===== src/hw/rtl/bfk_pkg.sv =====
// Shared types, codes and constants for the byte-key Bloom filter.
package bfk_pkg;

  typedef enum logic [1:0] {
    CMD_INSERT = 2'd0,
    CMD_QUERY  = 2'd1,
    CMD_CLEAR  = 2'd2,
    CMD_NONE   = 2'd3
  } cmd_t;

  typedef enum logic [1:0] {
    REG_NUM_WORDS  = 2'd0,
    REG_HASH_COUNT = 2'd1,
    REG_SPARE2     = 2'd2,
    REG_SPARE3     = 2'd3
  } reg_idx_t;

  typedef enum logic [2:0] {
    ST_INIT_SWEEP,
    ST_IDLE,
    ST_CLEAR_SWEEP,
    ST_DIV,
    ST_READ,
    ST_CHECK,
    ST_FINISH
  } state_t;

  localparam logic [63:0] FNV_BASIS   = 64'd14695981039346656037;
  localparam logic [63:0] GOLDEN      = 64'h9e3779b97f4a7c15;
  localparam logic [63:0] BASIS_TWO   = FNV_BASIS ^ GOLDEN;
  localparam int          BIT_SEL_W   = 6;
  localparam int          DIV_RADIX   = 4;
  localparam int          DIV_STEPS   = 15;
  localparam int          DIV_BITS    = DIV_RADIX * DIV_STEPS;
  localparam int          DIV_CW      = $clog2(DIV_STEPS);
  localparam int          NUM_WORDS_W = 11;
  localparam int          NUM_HASH_W  = 5;
  localparam logic [NUM_WORDS_W-1:0] NUM_WORDS_RST = 11'd1024;
  localparam logic [NUM_HASH_W-1:0]  NUM_HASH_RST  = 5'd7;

  typedef struct packed {
    logic hash_byte;
    logic key_end;
    logic div_step;
    logic ram_rd;
    logic probe_done;
    logic sweep_start;
    logic sweep_step;
    logic result_load;
  } ctl_cmd_t;

  typedef struct packed {
    logic div_done;
    logic last_probe;
    logic sweep_done;
    logic out_free;
  } dp_stat_t;

  // FNV-1a step; prime 0x100000001b3 as shifts and adds
  function automatic logic [63:0] fnv_step(input logic [63:0] h, input logic [7:0] b);
    logic [63:0] x;
    x = h ^ {56'd0, b};
    return (x << 40) + (x << 8) + (x << 7) + (x << 5) + (x << 4) + (x << 1) + x;
  endfunction

endpackage


===== src/hw/rtl/bfk_ctrl.sv =====
// Controller state machine: sequences hashing, probes, sweeps and results.
module bfk_ctrl (
  input  logic              clk,
  input  logic              rst,
  input  logic              s_axis_tvalid,
  input  logic [1:0]        in_cmd,
  input  logic              in_last,
  input  bfk_pkg::dp_stat_t stat,
  output logic              s_axis_tready,
  output bfk_pkg::ctl_cmd_t ctl
);
  import bfk_pkg::*;

  state_t state, state_next;
  cmd_t   cmd;
  logic   accept;

  assign cmd    = cmd_t'(in_cmd);
  assign accept = s_axis_tvalid && (state == ST_IDLE);

  always_ff @(posedge clk) begin
    if (rst) begin
      state <= ST_INIT_SWEEP;
    end else begin
      state <= state_next;
    end
  end

  always_comb begin
    state_next = state;
    unique case (state)
      ST_INIT_SWEEP: if (stat.sweep_done) state_next = ST_IDLE;
      ST_IDLE: begin
        if (accept) begin
          priority if (cmd == CMD_CLEAR) state_next = ST_CLEAR_SWEEP;
          else if (cmd != CMD_NONE && in_last) state_next = ST_DIV;
          else state_next = ST_IDLE;
        end
      end
      ST_CLEAR_SWEEP: if (stat.sweep_done) state_next = ST_FINISH;
      ST_DIV:   if (stat.div_done) state_next = ST_READ;
      ST_READ:  state_next = ST_CHECK;
      ST_CHECK: state_next = stat.last_probe ? ST_FINISH : ST_DIV;
      ST_FINISH: if (stat.out_free) state_next = ST_IDLE;
      default:  state_next = ST_IDLE;
    endcase
  end

  always_comb begin
    ctl           = '0;
    s_axis_tready = 1'b0;
    unique case (state)
      ST_INIT_SWEEP, ST_CLEAR_SWEEP: ctl.sweep_step = 1'b1;
      ST_IDLE: begin
        s_axis_tready = 1'b1;
        if (accept) begin
          ctl.sweep_start = (cmd == CMD_CLEAR);
          ctl.hash_byte   = (cmd == CMD_INSERT) || (cmd == CMD_QUERY);
          ctl.key_end     = ctl.hash_byte && in_last;
        end
      end
      ST_DIV:    ctl.div_step    = 1'b1;
      ST_READ:   ctl.ram_rd      = 1'b1;
      ST_CHECK:  ctl.probe_done  = 1'b1;
      ST_FINISH: ctl.result_load = stat.out_free;
      default: ;
    endcase
  end

endmodule


===== config.mk =====
export PLATFORM = sky130hd
export DESIGN_NAME = bfk_ctrl
export DESIGN_NICKNAME = d
export VERILOG_FILES = /design/src/hw/rtl/bfk_pkg.sv /design/src/hw/rtl/bfk_ctrl.sv
export SDC_FILE = /design/constraint.sdc
export NUM_CORES = 1
export LEC_CHECK = 0
export BUFFER_PORTS_ARGS = -buffer_cell sky130_fd_sc_hd__buf_2
export CAP_MARGIN = 40
export CORE_AREA = 2 2 39 41
export CTS_CLUSTER_DIAMETER = 60
export DETAILED_ROUTE_END_ITERATION = 16
export DIE_AREA = 0 0 41 43
export GPL_TIMING_DRIVEN = 0
export PLACE_DENSITY = 0.51
export REMOVE_ABC_BUFFERS = 1
export SLEW_MARGIN = 0
export SYNTH_ARGS = -nofsm -noshare
export SYNTH_HDL_FRONTEND = slang
export SYNTH_SLANG_ARGS = --single-unit

===== constraint.sdc =====
create_clock -name clk -period 1.1 [get_ports clk]
set_input_delay 0.11 -clock clk [delete_from_list [all_inputs] [get_ports clk]]
set_output_delay 0.11 -clock clk [all_outputs]
set_load 0.05 [all_outputs]

==> results.ini <==
[outcome]
outcome=complete, but fails checks
violations=negative setup slack

[routing]
drc=0
via_per_inst=4.86
wl_met2_um=529
avgRoutedWirePerCell_um=12.3
top_layer_used=met3
drt-total-wl_um=1060
routed-wl-met3_um=71
drt-pass1-iter-count=4
dr_total_vias=418
wl_met1_um=456
drtIter0Drc=5
antenna_left=0

[cells_and_area]
area_growth_pct=104
diodes=0
layout-drive-gt1-share_pct=75.7
nFillCells=134
largest_reg_flops=3
nets=81
seqCellArea_um2=71.3
multi_input_area_um2=327
top_regs=state (3)
largest_register=state

[clock_tree]
cts_buffer_depth=2
worstSkewPairLatency_ns=0.24
cts-htree-levels=1
cts_made_buffers=3
cts_tree=yes
clk_pin_slew_ns=0.04
cts-root-buf=clkbuf_4
cts_sinks=3
hold_buffers=0

[synth]
yosys.area.top_type=dfxtp_1
synth_compound_area_share_pct=34.3
synthTopCellsByCount=6 x nor2_1, 4 x nand2_1, 3 x dfxtp_1, 3 x o21ai_0
async_flop_share_pct=0
synth.distinct_cells=25
yosys-mux-area-fraction_pct=0
synthFlopType=dfxtp_1
yosys-top-cells-area=dfxtp_1 18%, o41ai_4 8.3%, buf_6 6.8%
syn_area_per_cell_um2=7.89
synthAdderAreaFrac_pct=0
ys_warn_count=0
synth_edf_count=0
post-synth-top-count-cell=nor2_1
synthSimpleGateAreaFrac_pct=38.5
yosysSeqAreaShare_pct=18.1
synth-xor-area-share_pct=0
netlist_area_um2=332
synth_seq_cells=3
synth_top_family_by_area=simple AND/OR/NAND/NOR gates
synthCells=42
synth_top_area_share_pct=18.1

[setup_path]
startpoint_type=register
critical_path_arrival_ns=1.30
crit_chain=nor3b_4 > nand2_2 > nor2_4 > and2_4 > buf_8
critPathRequiredTime_ns=0.99
path_delay_family=simple AND/OR/NAND/NOR gates
crit_type=reg -> out
slowest_delay_ns=0.36
cpMaxStageDelayCell=dfxtp_4
cp_max_fo=5
end_kind=output pin
timing.critical_path.buf_inv=1

[sta]
worstMarginPinSlew_ns=0.329
final.setup.worst_slack_ns=-0.307
hold_viol=0
period_needed_ns=1.41
fin_skew_ns=0.00600
clock.fmax_mhz=711
period_share_pct=128
max_slew_margin_pct=78.0
rsz0062_at_grt=yes
slew_viol_final=0
finalSetupViolCount=12
hold_ws_ns=0.101

[global_route]
grt.total_usage_pct=13.3
grt_antenna_before_repair=0
grt_max_degree=8
grt_overflow=0
grt_pass1_vias=386
grt_pass1_wl_um=1570

[flow_run]
drv_cap=0

[die]
die_y_um=43
rows=14
die_w_um=41
core_area_um2=1380
start_util_pct=24.0
pin_count=19
dieArea_um2=1760

[placed_design]
gp_congestion=0.731
port_buffers=18
pre_cts_slack_ns=-0.315
dp_hpwl_um=630

[power_and_ir_drop]
vdd_drop_max_v=0.000267
power.density_nw_per_um2=898
p_leak_nw=0.271

[hold_path]
hp-class=in -> reg

[timing repair]
action                                  4_1_cts  5_1_grt
buffers inserted                              7        2
endpoints found under the setup margin       12       12
resized for setup                            36       13
pin swaps                                     6        6
[cell families after synthesis]
kind of cell / count (synthesis)
AO/OA/AOI/OAI: 13
buffers and inverters: 4
flip-flops: 3
AND/OR/NAND/NOR: 22
[final cells by class]
cell class	instances	share of cell area, %
inverter	2	1.11
timing repair buffer	26	33.3
multi-input combinational	35	48.2
clock buffer	4	3.88
sequential	3	10.5
tap	16	2.96
[per-layer routing]
metal,vias to the layer above,GRT usage [%]
met3,0,1.57
met4,0,10.0
li1,211,-
met2,15,18.1
met5,-,0
met1,192,18.2
[layout by cell type, fill, tap and decap left out, drive strengths merged, types with 2 or more instances in the layout]
cell / netlist / layout
nand2: 4 / 4
nor2: 6 / 6
inv: 2 / 2
buf: 2 / 26
a221oi: 2 / 2
clkbuf: 0 / 4
o21ai: 4 / 4
and2: 2 / 2
nand2b: 2 / 2
dfxtp: 3 / 3
a21oi: 3 / 3
[stage by stage]
stage,total power [mW],TNS [ns],instances,util (%),instance area (um^2)
after detailed placement,0.304,-2.07,74,30.3,419
final,0.608,-2.14,86,48.9,677
after global routing,0.639,-2.70,86,48.9,677
after floorplan,0.253,-6.09,40,-,309
after global placement,0.305,-2.12,74,30.3,419
after CTS,0.592,-2.12,85,45.2,626
[worst paths after layout]
path                                from       end  slack, ns  cells after the start
worst min-delay path                 rst  state[0]       0.10                      2
worst min register to register  state[0]  state[0]       0.60                      2
worst max register to register  state[2]  state[0]      -0.19                      4
worst max-delay path            state[0]    ctl[6]      -0.31                      5
[power breakdown]
group / total, mW / internal [mW] / switching (mW)
Sequential: 0.127 / 0.115 / 0.0122
Combinational: 0.282 / 0.129 / 0.154
Clock: 0.199 / 0.136 / 0.0622
(Power assumes the default switching activity.)
